`src/rtl/bses_pkg.sv`:
```
`timescale 1ns / 1ps
// ----------------------------------------------------------------------------
// Bond stretch energy sum: shared package
// Types and fixed constants shared by the front end, the queue and the back
// end of the bond stretch energy accumulator.
// ----------------------------------------------------------------------------
package bses_pkg;

    // Fixed point format, accumulator width, coordinate width and queue depth.
    localparam int FRAC_BITS   = 16;
    localparam int SUM_WIDTH   = 48;
    localparam int COORD_W     = 32;
    localparam int QUEUE_DEPTH = 2;

    // Potential form codes as they arrive on the input channel.
    typedef enum logic [1:0] {
        FORM_QUARTIC = 2'd0,
        FORM_MORSE   = 2'd1,
        FORM_QUAD    = 2'd2,
        FORM_NONE    = 2'd3
    } t_form;

    // One classified bond as it travels from the front end to the back end.
    typedef struct packed {
        logic [COORD_W-1:0]        mag_x;
        logic [COORD_W-1:0]        mag_y;
        logic [COORD_W-1:0]        mag_z;
        t_form                     form;
        logic signed [COORD_W-1:0] ref_length;
        logic signed [COORD_W-1:0] coef_b;
        logic signed [COORD_W-1:0] coef_c;
        logic signed [COORD_W-1:0] coef_d;
        logic                      last_bond;
    } t_job;

endpackage

```
`src/rtl/bses_queue.sv`:
```
`timescale 1ns / 1ps
// ----------------------------------------------------------------------------
// Bond stretch energy sum: job queue
// A short first-in first-out buffer that decouples the front end from the
// back end.
// ----------------------------------------------------------------------------
module bses_queue (
    input  logic           i_clk,
    input  logic           i_rst_n,
    input  logic           i_push,
    input  bses_pkg::t_job i_job,
    output logic           o_full,
    output logic           o_valid,
    output bses_pkg::t_job o_job,
    input  logic           i_pop
);

    localparam int DEPTH = bses_pkg::QUEUE_DEPTH;
    localparam int AW    = $clog2(DEPTH);

    bses_pkg::t_job r_mem [DEPTH];
    logic [AW-1:0]  r_wr_ptr;
    logic [AW-1:0]  r_rd_ptr;
    logic [AW:0]    r_count;
    logic           do_pop;

    assign o_full  = (r_count == (AW+1)'(DEPTH));
    assign o_valid = (r_count != '0);
    assign o_job   = r_mem[r_rd_ptr];
    assign do_pop  = i_pop && o_valid;

    always_ff @(posedge i_clk) begin
        if (i_push) begin
            r_mem[r_wr_ptr] <= i_job;
        end
    end

    always_ff @(posedge i_clk) begin
        if (!i_rst_n) begin
            r_wr_ptr <= '0;
            r_rd_ptr <= '0;
            r_count  <= '0;
        end else begin
            if (i_push) begin
                r_wr_ptr <= (r_wr_ptr == AW'(DEPTH - 1)) ? '0 : r_wr_ptr + 1'b1;
            end
            if (do_pop) begin
                r_rd_ptr <= (r_rd_ptr == AW'(DEPTH - 1)) ? '0 : r_rd_ptr + 1'b1;
            end
            if (i_push && !do_pop) begin
                r_count <= r_count + 1'b1;
            end else if (!i_push && do_pop) begin
                r_count <= r_count - 1'b1;
            end
        end
    end

endmodule

```
`config.mk`:
```
export PLATFORM = sky130hd
export DESIGN_NAME = bses_queue
export DESIGN_NICKNAME = d
export VERILOG_FILES = /design/src/rtl/bses_pkg.sv /design/src/rtl/bses_queue.sv
export SDC_FILE = /design/constraint.sdc
export NUM_CORES = 1
export LEC_CHECK = 0
export BUFFER_PORTS_ARGS = -buffer_cell sky130_fd_sc_hd__buf_4
export CAP_MARGIN = 20
export CORE_MARGIN = 10
export CORE_UTILIZATION = 25
export DETAILED_ROUTE_END_ITERATION = 7
export GPL_TIMING_DRIVEN = 0
export PLACE_DENSITY_LB_ADDON = 0.3
export SKIP_CTS_REPAIR_TIMING = 1
export SYNTH_ARGS = -nofsm -noshare
export SYNTH_HDL_FRONTEND = slang
export SYNTH_SLANG_ARGS = --single-unit
export TNS_END_PERCENT = 10
```
`constraint.sdc`:
```
create_clock -name i_clk -period 17.2 [get_ports i_clk]
set_input_delay 0.86 -clock i_clk [delete_from_list [all_inputs] [get_ports i_clk]]
set_output_delay 0.86 -clock i_clk [all_outputs]
set_load 0.01 [all_outputs]
```
==> qor.txt <==
status: finished, final reports clean
cell area after layout: 23000 sq um
Max Root-Sink Buffers: 3
Reg clk slew, reported paths: 0.06 ns
Cells after Synth: 728
final slew viol count: 0
CORE AREA: 66000 sq um
grt total ovfl: 0
HPWL after DPL: 31400 microns
Leakage: 0.00849 uW
final antenna-violating net count: 0
H-tree Lvls: 2
NetSw: 816 uW
Synth area leaders: edfxtp_1 82%, mux2_2 13%, mux2_4 2.7%
Largest stage delay, worst path: 0.40 ns
Pwr Density: 136 nW/um^2
RSZ-0062 raised after global routing: false
Fmax: 338 MHz
chip height: 278 microns
Clock power frac: 32.5%
die area: 77500 sq um
Hold Path Class: primary input to flop
CP endpoint kind: output pin
final setup fails: 0
post-synthesis sequential area ratio: 82.2%
most frequent cells in the layout: 470 x buf_4, 454 x edfxtp_1, 197 x mux2_2, 53 x clkbuf_16, 30 x mux2_4
Horiz. Die Dim: 278 microns
Slew HR: 40.6%
vias per cell: 4.01
Yosys reg bits: 459
placement-stage cell area: 21500 sq um
internal power: 2310 uW
arrival time worst endpoint: 2.10 ns
Root Buffer: clkbuf_16
TNS Setup: 0 ns
Req. time, crit path: 16.34 ns
via count: 8654
vias in the first global route: 9492
final worst-path cycle share: 17.2%
highest-delay cell along the critical path: mux2_2
Mapped Nets: 960
Tot GR Track Use: 10.6%
initial antenna violation count: 4
Initial Util: 25.3%
share of cells above drive strength 1: 61.1%
most used cell, CP: buf_4
DR WL/cell: 20.1 microns
DR DRC count: 0
Placer Congestion: 0.713
number of library cell types mapped by synthesis: 18
min Tclk post-route: 2.96 ns
fillers: 6287
Syn. warnings: 0
IR Drop Worst-Case VDD: 0.0847 mV
max_cap viols: 0
area grow syn2layout: 38.0%
IO buf count: 459
drt pass-1 iters: 6
Final Hold Fails: 0
worst clock skew: 0.00623 ns
mean post-synth cell area: 22.9 sq um
post-synth top area share: 81.6%
Startpoint Class: flop
Cell Chain, Critical Path: buf_2 -> buf_4 -> mux2_2 -> buf_4
Seq pwr share: 41.9%
final layout net count: 1482
most common cell after layout, fill and taps aside: buf_4
DRT Wirelength: 43400 microns
clock latency at the later pin of the worst-skew pair: 0.57 ns
Gate power share: 25.6%
first-pass GRT wire length: 62300 microns
Rows: 94
area leader, netlist: edfxtp_1
cell family with most CP delay: buffers and inverters
CP max FO: 10
DR iter-0 viols: 429
mapped cell area: 16700 sq um
Worst Tran Pin Value: 0.891 ns
sw frac: 26.1%
crit path kind: flop to output pin
I/O Pins: 460
largest net degree at the start of global routing: 61
cts bufs inserted: 50
clock sink total: 459
CTS tree: built
WP buf/inv: 3
==> power by group through the flow <==
| stage | clock network, uW | registers [uW] | logic [uW] |
|---|---|---|---|
| 2_1_floorplan | 0 | 1350 | 422 |
| 3_3_place_gp | 0 | 1360 | 817 |
| 3_5_place_dp | 0 | 1340 | 826 |
| 4_1_cts | 1060 | 1310 | 831 |
| 5_1_grt | 1100 | 1320 | 861 |
| 6_report | 1020 | 1310 | 802 |
==> flip-flops by register name, indices dropped and copies added (netlist names), named ones only <==
signal	count
r_count	2
r_mem	454
r_wr_ptr	1
r_rd_ptr	1
==> cell type report <==
type,instances,area (sq um),share of cell area (%)
Sequential cell,459,13700,59.6
Tap cell,864,1080,4.69
Buffer,25,178,0.771
Clock buffer,67,1380,5.98
Antenna cell,3,7.51,0.0326
Timing Repair Buffer,470,3690,16.0
Clock inverter,27,179,0.776
Multi-Input combinational cell,244,2800,12.1
==> routing by layer <==
metal  global-route usage, %  share of wire [%]
met5                       0              0.021
met4                    3.61                2.6
met2                    19.1                 52
met1                    10.8                 35
met3                    4.94                9.8
==> synthesized netlist by cell type, drive strengths merged <==
cell / number
a21boi: 1
buf: 25
o21a: 1
xor2: 1
ha: 1
o21ai: 2
dfxtp: 5
or2: 1
or3: 1
xnor2: 2
nor2b: 3
edfxtp: 454
and2: 4
mux2: 227
==> logic make-up after synthesis <==
kind of cell | count (synthesis) | share of synthesized area [%]
AO/OA/AOI/OAI | 4 | 0.150
buffers and inverters | 25 | 1.06
adder cells (fa/ha/maj) | 1 | 0.0749
AND/OR/NAND/NOR | 9 | 0.337
multiplexers | 227 | 16.0
XOR/XNOR | 3 | 0.157
flip-flops | 459 | 82.2
==> worst paths after layout <==
path	start	end	slack (ns)	cells past startpoint
min reg2reg	r_count[1]$_SDFFE_PN0P_	r_count[1]$_SDFFE_PN0P_	0.56	2
max	flop	o_job[99]	14.24	4
max reg2reg	r_wr_ptr$_SDFFE_PN0P_	r_mem[0][41]$_DFFE_PP_	14.88	5
min	i_job[77]	r_mem[0][77]$_DFFE_PP_	0.47	1
==> metrics by stage <==
step	setup slack, ns	hold WS [ns]	total power [uW]	util [%]	std cells
global placement	-1.55	0.509	2180	32.2	2051
detailed placement	14.13	0.530	2160	32.6	2062
global route	14.10	0.423	3280	34.9	2159
finish	14.24	0.470	3130	34.9	2159
floorplan	5.66	0.481	1770	-	728
CTS	14.13	0.412	3200	34.9	2156
(Power assumes the default switching activity.)
