[src/rtl/bses_pkg.sv]
`timescale 1ns / 1ps
// ----------------------------------------------------------------------------
// Bond stretch energy sum: shared package
// Types and fixed constants shared by the front end, the queue and the back
// end of the bond stretch energy accumulator.
// ----------------------------------------------------------------------------
package bses_pkg;

    // Fixed point format, accumulator width, coordinate width and queue depth.
    localparam int FRAC_BITS   = 16;
    localparam int SUM_WIDTH   = 48;
    localparam int COORD_W     = 32;
    localparam int QUEUE_DEPTH = 2;

    // Potential form codes as they arrive on the input channel.
    typedef enum logic [1:0] {
        FORM_QUARTIC = 2'd0,
        FORM_MORSE   = 2'd1,
        FORM_QUAD    = 2'd2,
        FORM_NONE    = 2'd3
    } t_form;

    // One classified bond as it travels from the front end to the back end.
    typedef struct packed {
        logic [COORD_W-1:0]        mag_x;
        logic [COORD_W-1:0]        mag_y;
        logic [COORD_W-1:0]        mag_z;
        t_form                     form;
        logic signed [COORD_W-1:0] ref_length;
        logic signed [COORD_W-1:0] coef_b;
        logic signed [COORD_W-1:0] coef_c;
        logic signed [COORD_W-1:0] coef_d;
        logic                      last_bond;
    } t_job;

endpackage

[src/rtl/bses_front.sv]
`timescale 1ns / 1ps
// ----------------------------------------------------------------------------
// Bond stretch energy sum: front end
// Takes a bond transfer, forms the per-axis separation magnitudes, decodes
// the potential form and pushes the classified bond into the queue.
// ----------------------------------------------------------------------------
module bses_front (
    input  logic                                   i_valid,
    input  logic signed [bses_pkg::COORD_W-1:0]    i_first_x,
    input  logic signed [bses_pkg::COORD_W-1:0]    i_first_y,
    input  logic signed [bses_pkg::COORD_W-1:0]    i_first_z,
    input  logic signed [bses_pkg::COORD_W-1:0]    i_second_x,
    input  logic signed [bses_pkg::COORD_W-1:0]    i_second_y,
    input  logic signed [bses_pkg::COORD_W-1:0]    i_second_z,
    input  logic [1:0]                             i_potential_form,
    input  logic signed [bses_pkg::COORD_W-1:0]    i_ref_length,
    input  logic signed [bses_pkg::COORD_W-1:0]    i_coef_b,
    input  logic signed [bses_pkg::COORD_W-1:0]    i_coef_c,
    input  logic signed [bses_pkg::COORD_W-1:0]    i_coef_d,
    input  logic                                   i_last_bond,
    input  logic                                   i_full,
    output logic                                   o_push,
    output bses_pkg::t_job                         o_job
);

    localparam int CW = bses_pkg::COORD_W;

    // Magnitude of a - b; the difference needs one extra bit, its magnitude does not.
    function automatic logic [CW-1:0] sep_mag(input logic signed [CW-1:0] a,
                                              input logic signed [CW-1:0] b);
        logic [CW:0] diff;
        diff = {a[CW-1], a} - {b[CW-1], b};
        return diff[CW] ? CW'(-diff) : diff[CW-1:0];
    endfunction

    always_comb begin
        o_job.mag_x      = sep_mag(i_first_x, i_second_x);
        o_job.mag_y      = sep_mag(i_first_y, i_second_y);
        o_job.mag_z      = sep_mag(i_first_z, i_second_z);
        o_job.form       = bses_pkg::t_form'(i_potential_form);
        o_job.ref_length = i_ref_length;
        o_job.coef_b     = i_coef_b;
        o_job.coef_c     = i_coef_c;
        o_job.coef_d     = i_coef_d;
        o_job.last_bond  = i_last_bond;
    end

    assign o_push = i_valid && !i_full;

endmodule

[config.mk]
export PLATFORM = sky130hd
export DESIGN_NAME = bses_front
export DESIGN_NICKNAME = d
export VERILOG_FILES = /design/src/rtl/bses_pkg.sv /design/src/rtl/bses_front.sv
export SDC_FILE = /design/constraint.sdc
export NUM_CORES = 1
export LEC_CHECK = 0
export BUFFER_PORTS_ARGS = -buffer_cell sky130_fd_sc_hd__buf_2
export CAP_MARGIN = 20
export CORE_AREA = 10 10 207 209
export DETAILED_ROUTE_END_ITERATION = 8
export DIE_AREA = 0 0 217 219
export SYNTH_ARGS = -nofsm -noshare
export SYNTH_HDL_FRONTEND = slang
export SYNTH_SLANG_ARGS = --single-unit
export TNS_END_PERCENT = 50
[constraint.sdc]
create_clock -name vclk -period 5.95
set_input_delay 1.19 -clock vclk [all_inputs]
set_output_delay 1.19 -clock vclk [all_outputs]
set_load 0.1 [all_outputs]
==> impl_metrics.py <==
metrics = {
    "run_status": {
        "outcome": "completed",
    },
    "sta": {
        "max_freq_mhz": 171,
        "hold_ws_ns": 2.38,
        "maxSlewViolCount": 0,
        "worstMarginPinSlew_ns": 0.691,
        "max-slew-margin-rel": 0.538,
        "hold_viol_final": 0,
        "rsz0062_at_grt": "yes",
        "period_needed_ns": 5.86,
        "fin_crit_sh": 0.985,
        "timing.final.ws_setup_ns": 0.0914,
        "setup_viol": 0,
    },
    "final_layout": {
        "final_cell_mix": "buf_2 (196), buf_4 (152), inv_1 (128)",
        "multi_input_area_mm2": 0.00833,
        "nNetsFinal": 2028,
        "seqCellArea_um2": 0,
        "num-fill-cells": 4060,
        "final_common_cell": "buf_2",
        "n_sequential_cell": 0,
        "stdcell_count": 2118,
        "clock_buffer_count": 0,
        "area_delta_synth_final_pct": 52.2,
        "drive_above_1_share": 0.376,
    },
    "power": {
        "power_leakage_nw": 6.46,
        "power.density_mw_per_mm2": 331,
        "vdd_drop_max_mv": 0.170,
    },
    "yosys": {
        "syn-num-nets": 1750,
        "syn_area_mm2": 0.00895,
        "avgSynthCellArea_um2": 6.76,
        "synth_top_cell_area_share": 0.138,
        "synth_cell_types": 87,
        "ys_seq_area_frac": 0,
        "yosys.area.top_type": "ha_1",
        "syn_inst": 1323,
        "yosys_warnings": 0,
        "synth_area_leaders": "ha_1 (14%), buf_4 (11%), xnor2_1 (11%)",
    },
    "placed_design": {
        "finalWeightedCongestion": 0.897,
        "place.detailed.hpwl_mm": 32.6,
        "dpl.cell_count": 2094,
        "dp_slack_ns": -0.187,
        "portBuffers": 291,
    },
    "min_path": {
        "whs_path_depth": 0,
        "hold_path_end": "o_job[129]",
        "hp-class": "in -> out",
        "worstHoldStart": "i_potential_form[0]",
    },
    "grt": {
        "grt-ovfl-total": 0,
        "antenna_found_initial": 1,
        "grt_max_degree": 19,
        "grt_pass1_vias": 10300,
        "grtUsageTotal": 0.139,
        "grt_pass1_wl_mm": 55.0,
    },
    "worst_setup_path": {
        "start_kind": "input pin",
        "critPathRequiredTime_ns": 4.76,
        "slowest_delay_ns": 0.39,
        "worst-path-max-fanout": 6,
        "crit_buf_inv": 6,
        "end_kind": "output port",
        "worst-endpoint-arrival_ns": 4.67,
        "cpMaxStageDelayCell": "fa_2",
        "cp_cell_sequence": "buf_6 -> inv_4 -> ha_4 -> inv_2 -> fa_2 -> a21oi_2 -> buf_4 -> o21ai_4 -> a211o_1 -> a31o_4 -> xnor2_2 -> o31ai_2 -> a211o_1 -> nand3b_1 -> nor3_2 -> a31oi_1 -> buf_4 -> xnor2_4 -> buf_12",
        "critPathKind": "in -> out",
        "critPathTopFamily": "compound AO/OA/AOI/OAI gates",
    },
    "floorplanning": {
        "die_area_mm2": 0.0475,
        "io-pin-count": 553,
        "row_count": 72,
        "fp.dieW_um": 217,
        "initial_core_util": 0.232,
        "die_h_um": 219,
        "placeableCoreArea_mm2": 0.0386,
    },
    "detailed_routing": {
        "dr.pass1.iters": 5,
        "detail-route-antenna-nets": 0,
        "routed_wl_mm": 36.7,
        "wire_per_inst_um": 17.3,
        "via_per_inst": 4.85,
        "drtIter0Drc": 477,
        "dr_total_vias": 10300,
        "drc_errors": 0,
    },
    "run": {
        "cap_violations": 0,
    },
}
==> layout make-up <==
cell class         instances  share of cell area
multi-input cells       1018               0.612
repair buffers           449               0.303
well taps                518              0.0476
inverters                132              0.0368
diodes                     1            0.000184
==> logic make-up (layout without fill, tap and decap cells) <==
logic type	count (synthesis)	count (layout)	share of synthesized area
AO/OA/AOI/OAI	399	399	0.299
XOR/XNOR	166	166	0.162
adder cells (fa/ha/maj)	102	102	0.145
buffers and inverters	305	581	0.186
multiplexers	5	5	0.00601
other	0	1	0
AND/OR/NAND/NOR	346	346	0.201
==> cells in the mapped netlist (26+ instances only) <==
master and n:
inv_1 132, buf_4 131, xnor2_1 111, a21oi_1 107, ha_1 99, nand2_1 95, nor2_1 78, o21ai_0 63
xor2_1 55, a21o_1 53, clkbuf_1 28, nor3_1 26
==> worst max path at each step <==
stage                   start          to  slack (ns)  cells past startpoint
2_1_floorplan  i_second_y[11]  o_job[164]       -0.67                     13
6_report         i_first_x[0]  o_job[226]        0.09                     19
3_3_place_gp     i_first_z[0]  o_job[153]       -0.13                     18
5_1_grt          i_first_x[0]  o_job[226]       -0.06                     19
3_5_place_dp     i_first_z[0]  o_job[133]       -0.19                     17
4_1_cts         i_second_y[1]  o_job[194]       -0.02                     15
==> per-layer routing <==
layer	up-vias	global-route usage	part of all wire
li1	5071	-	-
met1	4723	0.159	0.40
met2	395	0.243	0.48
met3	82	0.0366	0.078
met4	0	0.0538	0.039
met5	-	0	0
==> through the flow <==
stage	util	cell area, um^2	TNS (ns)	total power [W]
finish	0.353	13600	0	0.00450
global route	0.353	13600	-0.306	0.00468
CTS	0.338	13000	-0.0243	0.00442
detailed placement	0.336	12900	-4.38	0.00440
global placement	0.336	12900	-2.85	0.00438
floorplan	-	9560	-19.07	0.00322
==> power breakdown <==
group          leakage [nW]     internal (W)  switching (W)
clock network    0.00000634  0.0000000000226              0
registers                 0                0              0
logic                  6.46          0.00168        0.00282
==> timing repair <==
item                                    CTS  global route
buffers inserted                          4            17
cloned                                    0             2
resized for setup                        19            83
endpoints found under the setup margin   59            91
hold buffers                              0             0
pin swaps                                10            48
Power figures use the tool's default switching activity.
